===== src/rtl/assert_macros.svh =====
// assertion macros shared by the block's checking code
// needs a signal named clock and a signal named reset where used
`ifndef ASSERT_MACROS_SVH
`define ASSERT_MACROS_SVH

// property checked on every rising clock edge outside reset
`define ASSERT_CLK(label, prop, msg) \
   label: assert property (@(posedge clock) disable iff (reset) (prop)) \
      else $error(msg);

// property checked on every rising clock edge, reset included
`define ASSERT_ALWAYS(label, prop, msg) \
   label: assert property (@(posedge clock) (prop)) else $error(msg);

`endif


===== src/rtl/spts_pkg.sv =====
// shared constants, payload types and codes of the servo pulse-train sequencer
// no dependencies
package spts_pkg;

   // channel count and derived widths
   localparam int CHANNELS = 8;
   localparam int ADDR_W   = (CHANNELS > 1) ? $clog2(CHANNELS) : 1;
   localparam int SLOT_W   = 4;
   localparam int PERIOD_W = 9;
   localparam int COUNT_W  = 13;
   localparam int SUM_W    = $clog2(CHANNELS * 499 + 1);

   // timing constants
   localparam logic [PERIOD_W-1:0] PERIOD_MIN    = 9'h0c7;
   localparam logic [PERIOD_W-1:0] PERIOD_MAX    = 9'h1f3;
   localparam logic [COUNT_W-1:0]  FRAME_TOTAL   = 13'd4999;
   localparam logic [COUNT_W-1:0]  COMPARE_POINT = 13'd128;
   localparam logic [COUNT_W-1:0]  START_TOP     = 13'd500;
   localparam logic [SUM_W-1:0]    SUM_RESET     = SUM_W'(CHANNELS * 199);

   // clamp limits
   localparam logic [7:0]         ANGLE_MAX  = 8'd180;
   localparam logic signed [15:0] MICROS_MIN = 16'sd1000;
   localparam logic signed [15:0] MICROS_MAX = 16'sd2000;

   // reciprocal multipliers: angle*5/3 as (angle*3415)>>11,
   // d*3/10 as (d*19662)>>16, both exact over the clamped ranges
   localparam logic [11:0] ANGLE_RECIP  = 12'd3415;
   localparam int          ANGLE_SHIFT  = 11;
   localparam logic [14:0] MICROS_RECIP = 15'd19662;
   localparam int          MICROS_SHIFT = 16;

   // operation codes
   localparam logic [1:0] OP_TICK   = 2'd0;
   localparam logic [1:0] OP_ANGLE  = 2'd1;
   localparam logic [1:0] OP_MICROS = 2'd2;

   // request payload
   typedef struct packed {
      logic [1:0]         operation;
      logic [7:0]         channel;
      logic [7:0]         angle;
      logic signed [15:0] micros;
   } req_type;

   // response payload
   typedef struct packed {
      logic              pulse_line;
      logic              frame_strobe;
      logic [SLOT_W-1:0] slot;
   } rsp_type;

endpackage


===== src/rtl/spts_if.sv =====
// channel interfaces of the servo pulse-train sequencer: request, response, csr write
// depends on spts_pkg
interface spts_req_if import spts_pkg::*; ();
   logic               valid;
   logic               ready;
   logic [1:0]         operation;
   logic [7:0]         channel;
   logic [7:0]         angle;
   logic signed [15:0] micros;

   modport source (output valid, output operation, output channel, output angle,
                   output micros, input ready);
   modport sink   (input valid, input operation, input channel, input angle,
                   input micros, output ready);
endinterface

interface spts_rsp_if import spts_pkg::*; ();
   logic              valid;
   logic              ready;
   logic              pulse_line;
   logic              frame_strobe;
   logic [SLOT_W-1:0] slot;

   modport source (output valid, output pulse_line, output frame_strobe, output slot,
                   input ready);
   modport sink   (input valid, input pulse_line, input frame_strobe, input slot,
                   output ready);
endinterface

interface spts_csr_if ();
   logic valid;
   logic ready;
   logic output_off;

   modport source (output valid, output output_off, input ready);
   modport sink   (input valid, input output_off, output ready);
endinterface


===== src/rtl/spts_ram.sv =====
// generic simple dual-port ram, one write and one registered read port
// no dependencies
module spts_ram #(
   parameter int WIDTH = 8,
   parameter int DEPTH = 8
) (
   input  logic                                        clock,
   input  logic                                        wr_en,
   input  logic [((DEPTH > 1) ? $clog2(DEPTH) : 1)-1:0] wr_addr,
   input  logic [WIDTH-1:0]                            wr_data,
   input  logic                                        rd_en,
   input  logic [((DEPTH > 1) ? $clog2(DEPTH) : 1)-1:0] rd_addr,
   output logic [WIDTH-1:0]                            rd_data
);

   logic [WIDTH-1:0] mem [DEPTH];
   logic [WIDTH-1:0] rd_data_ff;

   // write port
   always_ff @(posedge clock) begin
      if (wr_en) begin
         mem[wr_addr] <= wr_data;
      end
   end

   // registered read port
   always_ff @(posedge clock) begin
      if (rd_en) begin
         rd_data_ff <= mem[rd_addr];
      end
   end

   assign rd_data = rd_data_ff;

endmodule


===== src/rtl/spts_map.sv =====
// maps an angle or a pulse length to a channel period, registered output
// depends on spts_pkg
module spts_map import spts_pkg::*; (
   input  logic                clock,
   input  req_type             item,
   output logic [PERIOD_W-1:0] period
);

   logic [7:0]         angle_clamp;
   logic [19:0]        angle_prod;
   logic signed [15:0] micros_clamp;
   logic [9:0]         micros_ofs;
   logic [24:0]        micros_prod;
   logic [PERIOD_W-1:0] period_in;
   logic [PERIOD_W-1:0] period_ff;

   // angle path: clamp to 180, scale by 5/3
   always_comb begin
      angle_clamp = (item.angle > ANGLE_MAX) ? ANGLE_MAX : item.angle;
      angle_prod  = 20'(angle_clamp) * 20'(ANGLE_RECIP);
   end

   // microsecond path: clamp to 1000..2000, scale offset by 3/10
   always_comb begin
      if (item.micros > MICROS_MAX) begin
         micros_clamp = MICROS_MAX;
      end else if (item.micros < MICROS_MIN) begin
         micros_clamp = MICROS_MIN;
      end else begin
         micros_clamp = item.micros;
      end
      micros_ofs  = 10'(micros_clamp - MICROS_MIN);
      micros_prod = 25'(micros_ofs) * 25'(MICROS_RECIP);
   end

   // pick by operation and add the minimum period
   always_comb begin
      if (item.operation == OP_ANGLE) begin
         period_in = PERIOD_W'(angle_prod >> ANGLE_SHIFT) + PERIOD_MIN;
      end else begin
         period_in = PERIOD_W'(micros_prod >> MICROS_SHIFT) + PERIOD_MIN;
      end
   end

   always_ff @(posedge clock) begin
      period_ff <= period_in;
   end

   assign period = period_ff;

endmodule


===== src/rtl/servo_pulse_train_sequencer.sv =====
// Servo pulse-train sequencer, top level.
// Channels: req carries one transaction per tick or period write (operation,
// channel, angle, micros); rsp returns one transaction per request with the
// pulse line level, the frame strobe and the running slot; csr writes the
// output_off bit and is always ready.
// Each request passes through accept, memory read and execute. The result
// enters the output register as the request leaves execute, so a new request
// is accepted only once the last one is through execute. This follows from
// the registered read of the period memory ahead of the read-modify-write.
// The sync gap uses a running sum of the periods kept beside the memory, so
// the sync slot needs no extra memory reads.
// Reset clears the counter, loads the start-up top of 500, marks every
// period entry as holding 199 through per-entry valid bits and empties the
// output register; no clearing pass is needed.
// A stalled receiver holds the result in the output register; a following
// request is still accepted and read, then waits in execute until the
// output register frees up.
// depends on spts_pkg, spts_if, spts_ram, spts_map, assert_macros.svh
`include "assert_macros.svh"

module servo_pulse_train_sequencer import spts_pkg::*; (
   input logic       clock,
   input logic       reset,
   spts_req_if.sink  req,
   spts_rsp_if.source rsp,
   spts_csr_if.sink  csr
);

   // sequencer states
   localparam logic [1:0] ST_IDLE = 2'd0;
   localparam logic [1:0] ST_READ = 2'd1;
   localparam logic [1:0] ST_EXEC = 2'd2;

   logic [1:0]          state_ff, state_in;
   req_type             item_ff;
   logic                output_off_ff;
   logic [COUNT_W-1:0]  tick_count_ff, tick_count_in;
   logic [COUNT_W-1:0]  period_top_ff, period_top_in;
   logic [SLOT_W-1:0]   slot_index_ff, slot_index_in;
   logic [SUM_W-1:0]    sum_ff, sum_in;
   logic [CHANNELS-1:0] valid_ff;
   logic                rd_valid_ff;
   logic                rsp_valid_ff;
   rsp_type             rsp_data_ff, rsp_data_in;

   logic                req_fire;
   logic                done;
   logic [7:0]          ch_m1;
   logic [ADDR_W-1:0]   pick_addr;
   logic [ADDR_W-1:0]   slot_addr;
   logic [ADDR_W-1:0]   rd_addr;
   logic [PERIOD_W-1:0] rd_data;
   logic [PERIOD_W-1:0] old_period;
   logic [PERIOD_W-1:0] new_period;
   logic                is_write;
   logic                wr_en;
   logic [SUM_W:0]      sum_wide;
   logic [COUNT_W:0]    sum_ext;
   logic [COUNT_W-1:0]  sync_top;
   logic                strobe;

   // handshakes
   assign req.ready = (state_ff == ST_IDLE);
   assign req_fire  = req.valid && req.ready;
   assign done      = (state_ff == ST_EXEC) && (!rsp_valid_ff || rsp.ready);
   assign csr.ready = 1'b1;

   // channel clamp to 1..CHANNELS, as a memory address
   always_comb begin
      if (item_ff.channel == 8'd0) begin
         ch_m1 = 8'd0;
      end else if (item_ff.channel > 8'(CHANNELS)) begin
         ch_m1 = 8'(CHANNELS - 1);
      end else begin
         ch_m1 = item_ff.channel - 8'd1;
      end
      pick_addr = ch_m1[ADDR_W-1:0];
      slot_addr = (slot_index_ff < SLOT_W'(CHANNELS)) ? slot_index_ff[ADDR_W-1:0]
                                                      : '0;
      rd_addr   = (item_ff.operation == OP_TICK) ? slot_addr : pick_addr;
   end

   // period memory
   spts_ram #(
      .WIDTH (PERIOD_W),
      .DEPTH (CHANNELS)
   ) u_period_ram (
      .clock   (clock),
      .wr_en   (wr_en),
      .wr_addr (pick_addr),
      .wr_data (new_period),
      .rd_en   (state_ff == ST_READ),
      .rd_addr (rd_addr),
      .rd_data (rd_data)
   );

   // angle and microsecond mapping
   spts_map u_map (
      .clock  (clock),
      .item   (item_ff),
      .period (new_period)
   );

   // sync top from the running sum, saturating at the minimum period
   always_comb begin
      sum_ext = (COUNT_W+1)'(sum_ff);
      if (sum_ext + (COUNT_W+1)'(PERIOD_MIN) > (COUNT_W+1)'(FRAME_TOTAL)) begin
         sync_top = COUNT_W'(PERIOD_MIN);
      end else begin
         sync_top = FRAME_TOTAL - sum_ext[COUNT_W-1:0];
      end
   end

   // execute: tick advance or period read-modify-write
   always_comb begin
      old_period    = rd_valid_ff ? rd_data : PERIOD_MIN;
      is_write      = (item_ff.operation == OP_ANGLE) || (item_ff.operation == OP_MICROS);
      wr_en         = done && is_write;
      tick_count_in = tick_count_ff;
      period_top_in = period_top_ff;
      slot_index_in = slot_index_ff;
      strobe        = 1'b0;
      sum_wide      = {1'b0, sum_ff} + (SUM_W+1)'(new_period) - (SUM_W+1)'(old_period);
      sum_in        = is_write ? sum_wide[SUM_W-1:0] : sum_ff;
      if (item_ff.operation == OP_TICK) begin
         if (tick_count_ff >= period_top_ff) begin
            tick_count_in = '0;
         end else begin
            tick_count_in = tick_count_ff + COUNT_W'(1);
         end
         if (tick_count_in == COMPARE_POINT) begin
            if (slot_index_ff < SLOT_W'(CHANNELS)) begin
               period_top_in = COUNT_W'(old_period);
               slot_index_in = slot_index_ff + SLOT_W'(1);
            end else begin
               period_top_in = sync_top;
               slot_index_in = '0;
               strobe        = 1'b1;
            end
         end
      end
      rsp_data_in.pulse_line   = !output_off_ff && (tick_count_in > COMPARE_POINT);
      rsp_data_in.frame_strobe = strobe;
      rsp_data_in.slot         = (slot_index_in == '0) ? SLOT_W'(CHANNELS)
                                                       : slot_index_in - SLOT_W'(1);
   end

   // state sequencing
   always_comb begin
      state_in = state_ff;
      unique case (state_ff)
         ST_IDLE: begin
            if (req_fire) begin
               state_in = ST_READ;
            end
         end
         ST_READ: begin
            state_in = ST_EXEC;
         end
         ST_EXEC: begin
            if (done) begin
               state_in = ST_IDLE;
            end
         end
         default: begin
            state_in = ST_IDLE;
         end
      endcase
   end

   // control and state registers
   always_ff @(posedge clock) begin
      if (reset) begin
         state_ff      <= ST_IDLE;
         output_off_ff <= 1'b0;
         tick_count_ff <= '0;
         period_top_ff <= START_TOP;
         slot_index_ff <= '0;
         sum_ff        <= SUM_RESET;
         valid_ff      <= '0;
         rsp_valid_ff  <= 1'b0;
      end else begin
         state_ff <= state_in;
         if (csr.valid) begin
            output_off_ff <= csr.output_off;
         end
         if (done) begin
            tick_count_ff <= tick_count_in;
            period_top_ff <= period_top_in;
            slot_index_ff <= slot_index_in;
            sum_ff        <= sum_in;
            rsp_valid_ff  <= 1'b1;
         end else if (rsp.ready) begin
            rsp_valid_ff <= 1'b0;
         end
         if (wr_en) begin
            valid_ff[pick_addr] <= 1'b1;
         end
      end
   end

   // payload registers
   always_ff @(posedge clock) begin
      if (req_fire) begin
         item_ff.operation <= req.operation;
         item_ff.channel   <= req.channel;
         item_ff.angle     <= req.angle;
         item_ff.micros    <= req.micros;
      end
      if (state_ff == ST_READ) begin
         rd_valid_ff <= valid_ff[rd_addr];
      end
      if (done) begin
         rsp_data_ff <= rsp_data_in;
      end
   end

   // response outputs
   assign rsp.valid        = rsp_valid_ff;
   assign rsp.pulse_line   = rsp_data_ff.pulse_line;
   assign rsp.frame_strobe = rsp_data_ff.frame_strobe;
   assign rsp.slot         = rsp_data_ff.slot;

   // checks
   `ASSERT_CLK(a_one_at_a_time, req_fire |=> !req.ready, "request accepted while busy")
   `ASSERT_CLK(a_strobe_slot, (rsp.valid && rsp.frame_strobe) |-> (rsp.slot == SLOT_W'(CHANNELS)), "frame strobe outside sync slot")
   `ASSERT_CLK(a_count_le_top, tick_count_ff <= period_top_ff, "tick counter passed its top")
   `ASSERT_ALWAYS(a_reset_idle, reset |=> (state_ff == ST_IDLE) && !rsp_valid_ff, "not idle after reset")

endmodule


===== src/flat_wrapper.sv =====
// flat-port wrapper written by rule: the top's interface ports become plain ports
module servo_pulse_train_sequencer_flat import spts_pkg::*;
  (clock, reset, req_valid, req_operation, req_channel, req_angle, req_micros, req_ready, rsp_valid, rsp_pulse_line, rsp_frame_strobe, rsp_slot, rsp_ready, csr_valid, csr_output_off, csr_ready);
  spts_req_if req_i ();
  spts_rsp_if rsp_i ();
  spts_csr_if csr_i ();
  input logic clock;
  input logic reset;
  input wire logic [$bits(req_i.valid)-1:0] req_valid;
  input wire logic [$bits(req_i.operation)-1:0] req_operation;
  input wire logic [$bits(req_i.channel)-1:0] req_channel;
  input wire logic [$bits(req_i.angle)-1:0] req_angle;
  input wire logic [$bits(req_i.micros)-1:0] req_micros;
  output wire logic [$bits(req_i.ready)-1:0] req_ready;
  output wire logic [$bits(rsp_i.valid)-1:0] rsp_valid;
  output wire logic [$bits(rsp_i.pulse_line)-1:0] rsp_pulse_line;
  output wire logic [$bits(rsp_i.frame_strobe)-1:0] rsp_frame_strobe;
  output wire logic [$bits(rsp_i.slot)-1:0] rsp_slot;
  input wire logic [$bits(rsp_i.ready)-1:0] rsp_ready;
  input wire logic [$bits(csr_i.valid)-1:0] csr_valid;
  input wire logic [$bits(csr_i.output_off)-1:0] csr_output_off;
  output wire logic [$bits(csr_i.ready)-1:0] csr_ready;
  assign req_i.valid = req_valid;
  assign req_i.operation = req_operation;
  assign req_i.channel = req_channel;
  assign req_i.angle = req_angle;
  assign req_i.micros = req_micros;
  assign req_ready = req_i.ready;
  assign rsp_valid = rsp_i.valid;
  assign rsp_pulse_line = rsp_i.pulse_line;
  assign rsp_frame_strobe = rsp_i.frame_strobe;
  assign rsp_slot = rsp_i.slot;
  assign rsp_i.ready = rsp_ready;
  assign csr_i.valid = csr_valid;
  assign csr_i.output_off = csr_output_off;
  assign csr_ready = csr_i.ready;
  servo_pulse_train_sequencer u_core (.clock(clock), .reset(reset), .req(req_i), .rsp(rsp_i), .csr(csr_i));
endmodule

===== config.mk =====
export PLATFORM = sky130hd
export DESIGN_NAME = servo_pulse_train_sequencer_flat
export DESIGN_NICKNAME = d
export VERILOG_FILES = /design/src/rtl/spts_pkg.sv /design/src/rtl/spts_if.sv /design/src/rtl/spts_ram.sv /design/src/rtl/spts_map.sv /design/src/rtl/servo_pulse_train_sequencer.sv /design/src/flat_wrapper.sv
export VERILOG_INCLUDE_DIRS = /design/src /design/src/rtl
export SDC_FILE = /design/constraint.sdc
export NUM_CORES = 1
export LEC_CHECK = 0
export BUFFER_PORTS_ARGS = -buffer_cell sky130_fd_sc_hd__buf_2
export CORE_MARGIN = 1
export CORE_UTILIZATION = 70
export CTS_BUF_LIST = sky130_fd_sc_hd__clkbuf_4
export DETAILED_ROUTE_END_ITERATION = 10
export GPL_ROUTABILITY_DRIVEN = 0
export PLACE_DENSITY_LB_ADDON = 0.12
export RECOVER_POWER = 50
export SKIP_LAST_GASP = 1
export SLEW_MARGIN = 25
export SYNTH_ARGS = -nofsm -noshare
export SYNTH_HDL_FRONTEND = slang
export SYNTH_SLANG_ARGS = --single-unit

===== constraint.sdc =====
create_clock -name clock -period 18.14 [get_ports clock]
set_input_delay 1.814 -clock clock [delete_from_list [all_inputs] [get_ports clock]]
set_output_delay 1.814 -clock clock [all_outputs]
set_load 0.01 [all_outputs]

== Word level (Yosys, flattened, before mapping) ==
Memories as Yosys holds them, arrays and structs flattened. A register that Yosys moved wholly into a read port is not among the register bits.
Cells that the tools add are included.
Word-level totals
  bits in registers: 104
  bits in writable memories: 72
  word-level logic and storage cells: 97
  memories: 1
Memories
  u_core.u_period_ram.mem: depth 8, width 9, read ports 1, clocked after memory_dff 1, wr ports 1, line spts_ram.sv:16  | logic [WIDTH-1:0] mem [DEPTH];
Cells by class
  $add $sub $neg: 11
  multipliers: 2
  magnitude comparators: 11
  eq/ne operators: 7
  muxes and demuxes: 29
  bitwise logic cells: 1
  reductions and logical operators: 18
Operators with widths (count)
  $mux W13: 5
  $mul A10 B14 Y24 const B: 1
  $mul A8 B12 Y20 const B: 1
  $mux W10: 2
  $add A9 B8 Y9 const B: 2
  $mux W9: 2
  $gt A16 B12 Y1 const B: 1
  $lt A16 B11 Y1 const B: 1
  $gt A14 B13 Y1 const B: 1
  $add A12 B8 Y13 const B: 1
  $add A13 B1 Y13 const B: 1
  $eq A13 B8 Y1 const B: 1
  $ge A13 B13 Y1: 1
  $gt A13 B8 Y1 const B: 1
  $sub A13 B12 Y13 const A: 1
  $add A12 B9 Y12: 1
  $mux W3: 4
  $mux W4: 3
  $sub A12 B9 Y12: 1
  $sub A10 B6 Y10 const B: 1
  $gt A8 B4 Y1 const B: 1
  $gt A8 B8 Y1 const B: 1
  $logic_not A8 Y1: 1
  $lt A3 B4 Y1 const B: 2
  24 further kinds: 42

== Longest topological paths before layout ==
Gate-level depths: netlist of run 1.
  depth in word-level cells: 8
  gate-level depth with buffers: 31
  gate-level depth less buffers: 31

== Hierarchy ==
From an unflattened synthesis of run 1, not the netlist that was laid out.
Second synthesis, totals
  cell total of the unflattened synthesis: 1270
  area, all modules: 13541.7 sq um
By module, submodules not included
  servo_pulse_train_sequencer: instances 1, cells an instance 622, area each 5709.2 sq um, seq. area each 2312.2 sq um
  spts_map: instances 1, cells an instance 522, area each 4723.3 sq um, seq. area each 180.2 sq um
  spts_ram: instances 1, cells an instance 126, area each 3109.2 sq um, seq. area each 2432.3 sq um

== Worst setup path before layout of run 1 ==
Ideal clock, no wire load.
  path type: register -> register
  start: reg u_core.item_ff[14] (netlist name)
  end: reg u_core.u_map.period_ff[8], in the netlist u_core.u_map.period[8]
  library setup time: 122 ps
  data arrival time: 6968 ps
  setup slack: 11050 ps
  cell stages (with the launch flop): 27
  buffers on the path: 0
  period minus slack after synthesis: 7090 ps
  path through: edfxtp_1 or4_4 nor2_2 a21oi_1 a21o_1 ha_1 a211o_1 o32ai_1 inv_1 ha_1 fa_1 fa_1 fa_1 inv_1 fa_1 inv_1 ha_1 nand3_1 a21oi_1 o41a_1 o21a_1 o31a_2 o41a_1 a21oi_1 xor2_1 o21ai_0 xnor2_1
Between the ends
  word-level cells in the longest chain between the ends: 7
  elaborated cells on any way between the ends: 8
  those cells by class: add/sub (2); mul (1); order compare (2); mux (3)
Ends and longest elaborated chain
  start, declared: line servo_pulse_train_sequencer.sv:35  | req_type item_ff;
  $lt A16 B11 Y1: line spts_map.sv:27  | end else if (item.micros < MICROS_MIN) begin
  $mux W10: line spts_map.sv:27
  $mux W10 (*): line spts_map.sv:25  | if (item.micros > MICROS_MAX) begin
  $sub A10 B6 Y10 (*): line spts_map.sv:32  | micros_ofs = 10'(micros_clamp - MICROS_MIN);
  $mul A10 B14 Y24 (*): line spts_map.sv:33  | micros_prod = 25'(micros_ofs) * 25'(MICROS_RECIP);
  $add A9 B8 Y9 (*): line spts_map.sv:41  | period_in = PERIOD_W'(micros_prod >> MICROS_SHIFT) + PERIOD_MIN;
  $mux W9 (*): line spts_map.sv:38  | if (item.operation == OP_ANGLE) begin
  named net u_core.u_map.period_in[8]: line spts_map.sv:14  | logic [PERIOD_W-1:0] period_in;
  end signal, assigned: line spts_map.sv:46  | period_ff <= period_in;
  end, declared: line spts_map.sv:15  | logic [PERIOD_W-1:0] period_ff;
The timed path passes the listed nets; every way through them passes the cells marked *.
A chain may end at the register's enable or synchronous reset.

== Worst setup path in the final report of run 1 ==
  start: reg u_core.item_ff[1] (netlist name)
  end: reg u_core.u_map.period_ff[8], in the netlist u_core.u_map.period[8]
The elaborated chain is that of the path after synthesis.

==> metrics.md, run 1 <==
| Metric | Value |
|---|---|
| Fillers | `1281` |
| Worst Hold End | `u_core.period_top_ff[12]$_SDFFE_PP0P_` |
| CTS Root Cell | `clkbuf_4` |
| Post-route minimum period | `7748 ps` |
| Area grow syn2layout | `5.454%` |
| Crit path top cell by count | `fa_1` |
| Setup TNS | `0 ps` |
| Crit Reg-Reg Endpoint | `u_core.u_map.period[8]$_DFF_P_` |
| Most common cell in the netlist | `inv_1` |
| Register area share after synthesis | `37.21%` |
| Unrepaired setup endpoints after global routing | `false` |
| CP max-delay cell | `fa_1` |
| Min-delay worst type | `reg2reg` |
| Crit. End Element | `flip-flop` |
| Largest cells by area after synthesis | `edfxtp_1 (28%), ha_1 (15%), fa_1 (10%)` |
| Largest net degree at the start of global routing | `49` |
| First-pass GRT wire length | `46130 um` |
| Residual DRC | `0` |
| WHS | `464.0 ps` |
| Worst r2r path cells | `28` |
| Outcome | `complete, but fails checks` |
| Clock-pin slew on the worst setup and hold paths | `180 ps` |
| Tcrit/Tclk final | `42.71%` |
| Area occupied by multi-input gates | `7483 um^2` |
| Slew HR | `-49.50%` |
| Initial Util | `72.45%` |
| Setup Viol. Count Final | `0` |
| Place WS | `10540 ps` |
| CTS Sinks | `185` |
| Die area | `19460 um^2` |
| Min-delay src | `u_core.period_top_ff[12]$_SDFFE_PP0P_` |
| Final hold viol count | `0` |
| Layout cells sized above 1 | `8.742%` |
| Die height | `139.5 um` |
| Clk_skew | `28.53 ps` |
| YS warnings | `0` |
| Core area | `18270 um^2` |
| Max-Cap Viols | `2` |
| Drt pass-1 iters | `5` |
| CTS tree | `built` |
| Synth Register Bits | `185` |
| Maximum VDD drop | `143.8 uV` |
| Worst-margin pin slew | `2243 ps` |
| Slew Limit Fails | `84` |
| Vias in the first global route | `9578` |
| Worst path arrival time | `8240 ps` |
| Post-CTS Setup Bufs | `0` |
| Peak Freq | `129.1 MHz` |
| CP bufs+invs | `4` |
| Crit-path leading delay family | `adder cells` |
| Syn Inst Count | `1365` |
| Netlist cell types | `82` |
| # port buffers | `47` |
| Grt total ovfl | `0` |
| Reg2Reg Setup Slack | `10390 ps` |
| Mapped Nets | `1629` |
| Via Count | `9743` |
| IO Pins | `49` |
| Failing checks | `max-capacitance violations, max-slew violations` |
| Worst skew pair latency | `600 ps` |
| Post-Layout Cell Count | `1637` |
| Req. time, crit path | `18640 ps` |
| Final #Nets | `1658` |
| Hold path depth | `2` |
| DP HPWL | `20620 um` |
| Post-synth EDFFs | `122` |
| CTS max path bufs | `2` |
| Post-synth ARST share | `0%` |
| Max stage delay on crit path | `540 ps` |
| Placed insts | `1604` |
| Pwr Density | `119.0 nW/um^2` |
| Total track usage | `29.95%` |
| Dominant cell type by area after synthesis | `edfxtp_1` |
| Antenna Violating Nets Remaining | `0` |
| 1st-iter DRT viols | `710` |
| P_leak | `6.077 nW` |
| Register area | `4925 um^2` |
| Commonest cells post-synth | `inv_1 (175), nand2_1 (168), ha_1 (157)` |
| Vias/cell | `5.952` |
| Cell area after synthesis | `13240 um^2` |
| Routed WL | `27550 um` |
| RR Startpoint | `u_core.item_ff[1]$_DFFE_PP_` |
| CTS H-tree depth | `4` |
| Critical Path Source Type | `flip-flop` |
| Resize count post-CTS | `0` |
| Die Width | `139.5 um` |
| Final core utilization | `76.40%` |
| Critical path class | `reg2reg` |
| Initial antenna violation count | `1` |
| Synth top area share | `27.68%` |
| TritonCTS Buffers | `17` |
| Hold_buf cts | `0` |
| Drt wl/cell | `16.83 um` |
| PnR worst setup slack | `10390 ps` |
| Avg Cell Area, Syn | `9.697 um^2` |
| CP max FO | `6` |
| Cell Rows | `49` |
| Post-synth top flop | `edfxtp_1` |
[flip-flops by register name, summed over array words and instances, names as in the netlist]
name                         cells
u_core.item_ff                  34
u_core.output_off_ff             1
u_core.period_top_ff            13
u_core.rd_valid_ff               1
u_core.rsp.frame_strobe          1
u_core.rsp.pulse_line            1
u_core.rsp.slot                  4
u_core.rsp.valid                 1
u_core.slot_index_ff             4
u_core.state_ff                  2
u_core.sum_ff                   12
u_core.tick_count_ff            13
u_core.u_map.period              9
u_core.u_period_ram.mem         72
u_core.u_period_ram.rd_data      9
u_core.valid_ff                  8
[layer usage]
metal	routed length [um]	vias up	track usage, %
li1	-	4764	-
met1	12340	4687	41.18
met2	13600	259	50.38
met3	1239	33	3.785
met4	380	0	7.895
met5	0	-	0
[tightest hold or removal path, cell delays in order, from the launching register on]
cell	delay [ps]
dfxtp_1	340
nand2_1	50
a21oi_1	50
[logic make-up (layout without fill, tap and decap cells)]
logic type	after synthesis	count (layout)	share of synthesized area, %
compound gates	246	246	12.21
simple gates	434	434	15.66
fa+ha+maj	224	224	24.97
mux	8	8	0.6333
buf+inv	224	266	6.475
flops	185	185	37.21
xor+xnor	42	42	2.779
other cells	2	3	0.05674
[power by group]
group	internal, W	switching, W
clock	0.0000648	0.000167
sequential	0.000501	0.0000396
combinational	0.000381	0.000507
total	0.000947	0.000714
[final cells by class]
class / instances / share of cell area, %
flip-flops and latches: 185 / 35.28
clock buffers: 17 / 0.9143
inverters: 177 / 4.760
multi-input cells: 956 / 53.61
well taps: 229 / 2.053
clock inverters: 15 / 1.237
diodes: 1 / 0.01793
repair buffers: 57 / 2.124
[stage by stage]
stage / area (um^2) / power (W)
floorplan: 13240 / 0.001218
global placement: 13650 / 0.001387
detailed placement: 13660 / 0.001425
CTS: 13960 / 0.001661
global route: 13960 / 0.001808
finish: 13960 / 0.001661
[worst max path at each step]
stage	from	end	slack, ps	depth (start not counted)
final	u_core.item_ff[1]$_DFFE_PP_	u_core.u_map.period[8]$_DFF_P_	10390	28
after global routing	u_core.item_ff[1]$_DFFE_PP_	u_core.u_map.period[8]$_DFF_P_	9770	30
after CTS	u_core.item_ff[1]$_DFFE_PP_	u_core.u_map.period[8]$_DFF_P_	10440	29
after detailed placement	u_core.item_ff[14]$_DFFE_PP_	u_core.u_map.period[8]$_DFF_P_	10540	27
after global placement	u_core.item_ff[14]$_DFFE_PP_	u_core.u_map.period[8]$_DFF_P_	10690	27
after floorplan	u_core.item_ff[14]$_DFFE_PP_	u_core.u_map.period[8]$_DFF_P_	11050	26
[layout by cell type (no fill, tap or decap), types with 5 or more instances in the layout]
master      n
or2_2       5
a21oi_1    76
a221oi_1    5
o31ai_1     5
clkbuf_1    5
a211oi_1   10
nor2b_1    21
nand3b_1    6
and3_1     10
edfxtp_1  122
nor3_1     19
buf_4       7
xor2_1     13
and2_1     10
nand4_1     6
o211ai_1   18
o21ai_0    56
nand2b_1   14
o21a_1      5
nand3_1    45
a31oi_1     5
nor2_2      6
dfxtp_1    63
buf_2      45
nor2_1     91
mux2i_1     5
fa_1       67
a22oi_1     5
inv_1     175
ha_1      157
a21o_1      8
clkbuf_4   17
nand2_1   168
clkinv_8    5
xnor2_1    29
Power figures use the tool's default switching activity.
==> run 2: changes to the inputs <==
--- a/config.mk
+++ b/config.mk
@@ -8,7 +8,7 @@
 export LEC_CHECK = 0
 export BUFFER_PORTS_ARGS = -buffer_cell sky130_fd_sc_hd__buf_2
 export CORE_MARGIN = 1
-export CORE_UTILIZATION = 70
+export CORE_UTILIZATION = 65
 export CTS_BUF_LIST = sky130_fd_sc_hd__clkbuf_4
 export DETAILED_ROUTE_END_ITERATION = 10
 export GPL_ROUTABILITY_DRIVEN = 0
==> constraint.sdc (replaced) <==
create_clock -name clock -period 7.86 [get_ports clock]
set_input_delay 0.786 -clock clock [delete_from_list [all_inputs] [get_ports clock]]
set_output_delay 0.786 -clock clock [all_outputs]
set_load 0.01 [all_outputs]
==> run 2 against run 1 <==
Net effect:
- the flow still finishes with violations (max-capacitance violations, max-slew violations)
- non-clock buffer count rose by 6
- critical path depth fell by 1
- design area rose by 1.1%
- global-route usage fell by 1.9 points
- worst hold slack got worse by 100 ps
- register-to-register slack got worse by 10000 ps
- critical path type unchanged
- largest cell class unchanged
- largest power group unchanged
==> metrics.md, run 2 (synthesized netlist as in run 1, its figures left out) <==
| Metric | Value |
|---|---|
| Tcrit/Tclk final | `94.60% (+52 points)` |
| Core area | `19720 um^2 (+7.9%)` |
| Sequential share of power | `32.4% (about the same)` |
| Maximum VDD drop | `362.8 uV (+150%)` |
| WHS | `362.6 ps (-101.4 ps)` |
| TritonCTS Buffers | `17 (unchanged)` |
| Most common cell after layout, fill and taps aside | `inv_1` |
| Drt pass-1 iters | `5 (unchanged)` |
| Max FFs per register | `72 (unchanged)` |
| Routed WL | `27500 um (-0.17%)` |
| CTS tree | `built` |
| CTS H-tree depth | `4 (unchanged)` |
| Antenna Violating Nets Remaining | `0 (unchanged)` |
| Via Count | `9687 (-0.57%)` |
| Pwr Density | `273.3 nW/um^2 (+130%)` |
| Biggest regs | `u_core.u_period_ram.mem (72), u_core.item_ff (34)` |
| Drt wl/cell | `16.38 um (-2.7%)` |
| # port buffers | `47 (unchanged)` |
| Setup TNS | `0 ps (unchanged)` |
| Outcome | `complete, but fails checks` |
| Req. time, crit path | `8340 ps (-10300 ps)` |
| Die area | `20940 um^2 (+7.6%)` |
| Net Switching | `0.001628 W (+130%)` |
| IO Pins | `49 (unchanged)` |
| Vias/cell | `5.770 (-3.1%)` |
| DP HPWL | `20470 um (-0.71%)` |
| Max-Cap Viols | `2 (unchanged)` |
| Clock-pin slew on the worst setup and hold paths | `160 ps (-20 ps)` |
| Commonest cells after routing, fill and taps aside | `inv_1 (175), nand2_1 (168), ha_1 (156)` |
| P_int | `0.002228 W (+140%)` |
| Total track usage | `28.09% (-1.9 points)` |
| Largest net degree at the start of global routing | `49 (unchanged)` |
| Peak Freq | `134.5 MHz (+4.2%)` |
| Vias in the first global route | `9364 (-2.2%)` |
| P_leak | `6.125 nW (+0.79%)` |
| Largest reg by FF count | `u_core.u_period_ram.mem` |
| Slew HR | `-47.79% (+1.7 points)` |
| CP max FO | `6 (unchanged)` |
| Residual DRC | `0 (unchanged)` |
| Min-delay worst type | `in2reg` |
| Failing checks | `max-capacitance violations, max-slew violations` |
| Grt total ovfl | `0 (unchanged)` |
| Final hold viol count | `0 (unchanged)` |
| Clk_skew | `31.15 ps (+2.618 ps)` |
| CTS Root Cell | `clkbuf_4` |
| Post-route minimum period | `7436 ps (-312.6 ps)` |
| Area grow syn2layout | `6.598%` |
| Unrepaired setup endpoints after global routing | `false` |
| Critical Path Source Type | `flip-flop` |
| 1st-iter DRT viols | `542 (-24%)` |
| Clock Power Share | `14.4% (+0.4 points)` |
| Worst skew pair latency | `600 ps (about the same)` |
| First-pass GRT wire length | `45110 um (-2.2%)` |
| Initial Util | `67.13% (-5.3 points)` |
| Fillers | `1480 (+16%)` |
| Logic pwr share | `53.2% (-0.3 points)` |
| Worst path arrival time | `7920 ps (-320 ps)` |
| Hold_buf cts | `0 (unchanged)` |
| Setup Viol. Count Final | `0 (unchanged)` |
| Die height | `144.7 um (+3.7%)` |
| Worst-margin pin slew | `2217 ps (-25.61 ps)` |
| Switching Share | `42.22% (-0.76 points)` |
| Crit. End Element | `flip-flop` |
| CTS Sinks | `185 (unchanged)` |
| Layout cells sized above 1 | `9.766% (+1.0 points)` |
| Cell Rows | `51 (+4.1%)` |
| Initial antenna violation count | `1 (unchanged)` |
| Critical path class | `reg2reg` |
| Die Width | `144.7 um (+3.7%)` |
| CTS max path bufs | `2 (unchanged)` |
| Final #Nets | `1664 (+0.36%)` |
| Slew Limit Fails | `84 (unchanged)` |
[run 2: changes by cell type in the layout (fill, tap and decap cells not counted), moves of 2 or more]
cell | before | now
a21oi_1 | 76 | 74
buf_2 | 45 | 47
buf_4 | 7 | 13
clkbuf_1 | 5 | 3
clkinv_8 | 5 | 3
inv_6 | 4 | 2
inv_8 | 2 | 5
[run 2: worst max-delay path, cell delays in order, from the launching register on]
cell and delay, ps:
edfxtp_1 390, or4_4 590, nor2_4 220, a21oi_2 140, a21oi_1 180, ha_1 210
a211o_1 170, nor2_1 70, o32ai_2 330, inv_1 130, ha_2 340, fa_1 600
fa_1 470, fa_1 510, inv_1 50, fa_1 500, inv_1 50, ha_1 310
nand3_1 90, a21oi_1 100, o41a_1 360, o21a_1 200, o31a_2 340, o41a_1 360
a21oi_1 200, xor2_1 160, o21ai_0 100, xnor2_1 160
[run 2: path summary, 6_finish.rpt]
path	from	to	slack, ps	cells after the start
worst max-delay path	u_core.item_ff[14]$_DFFE_PP_	u_core.u_map.period[8]$_DFF_P_	420	27
worst min-delay path	req_channel[2]	u_core.item_ff[26]$_DFFE_PP_	360	1
worst max register to register	u_core.item_ff[14]$_DFFE_PP_	u_core.u_map.period[8]$_DFF_P_	420	27
worst min register to register	u_core.period_top_ff[10]$_SDFFE_PP0P_	u_core.period_top_ff[10]$_SDFFE_PP0P_	470	2
[run 2: power by group through the flow]
stage | combinational [W] | clock, W | sequential, W
after global placement | 0.00195 | 0 | 0.00126
after global routing | 0.00235 | 0.000603 | 0.00125
after CTS | 0.00204 | 0.000566 | 0.00124
after detailed placement | 0.00202 | 0 | 0.00127
final | 0.00205 | 0.000557 | 0.00125
after floorplan | 0.00159 | 0 | 0.00122
[run 2: cell type report]
class / count / area [um^2] / area share (%)
Inverter: 177 / 664.4 / 4.709
Tap cell: 265 / 331.6 / 2.350
Clock inverter: 14 / 173.9 / 1.233
Multi-Input combinational cell: 956 / 7533 / 53.39
Sequential cell: 185 / 4925 / 34.90
Antenna cell: 1 / 2.502 / 0.01774
Clock buffer: 18 / 135.1 / 0.9577
Timing Repair Buffer: 63 / 344.1 / 2.439
[run 2: routing by layer]
metal	part of all wire [%]	track usage [%]
met1	44	37.94
met2	51	48.33
met3	4.0	3.587
met4	1.0	6.260
met5	0	0
[run 2: repair_timing]
| action | 4_1_cts | 5_1_grt |
|---|---|---|
| buffers inserted | 0 | 6 |
| resized for setup | 0 | 10 |
| setup endpoints to repair | 0 | 5 |
[run 2: stage by stage]
step | total power [W] | worst slack (ps) | util [%] | cell area, um^2 | cells
6_report | 0.003856 | 424.2 | 71.56 | 14110 | 1679
5_1_grt | 0.004206 | 3.322 | 71.56 | 14110 | 1679
4_1_cts | 0.003846 | 128.0 | 71.08 | 14010 | 1672
3_5_place_dp | 0.003285 | 198.3 | 69.51 | 13710 | 1640
3_3_place_gp | 0.003217 | 387.3 | 69.47 | 13700 | 1640
2_1_floorplan | 0.002811 | 769.7 | - | 13240 | 1365
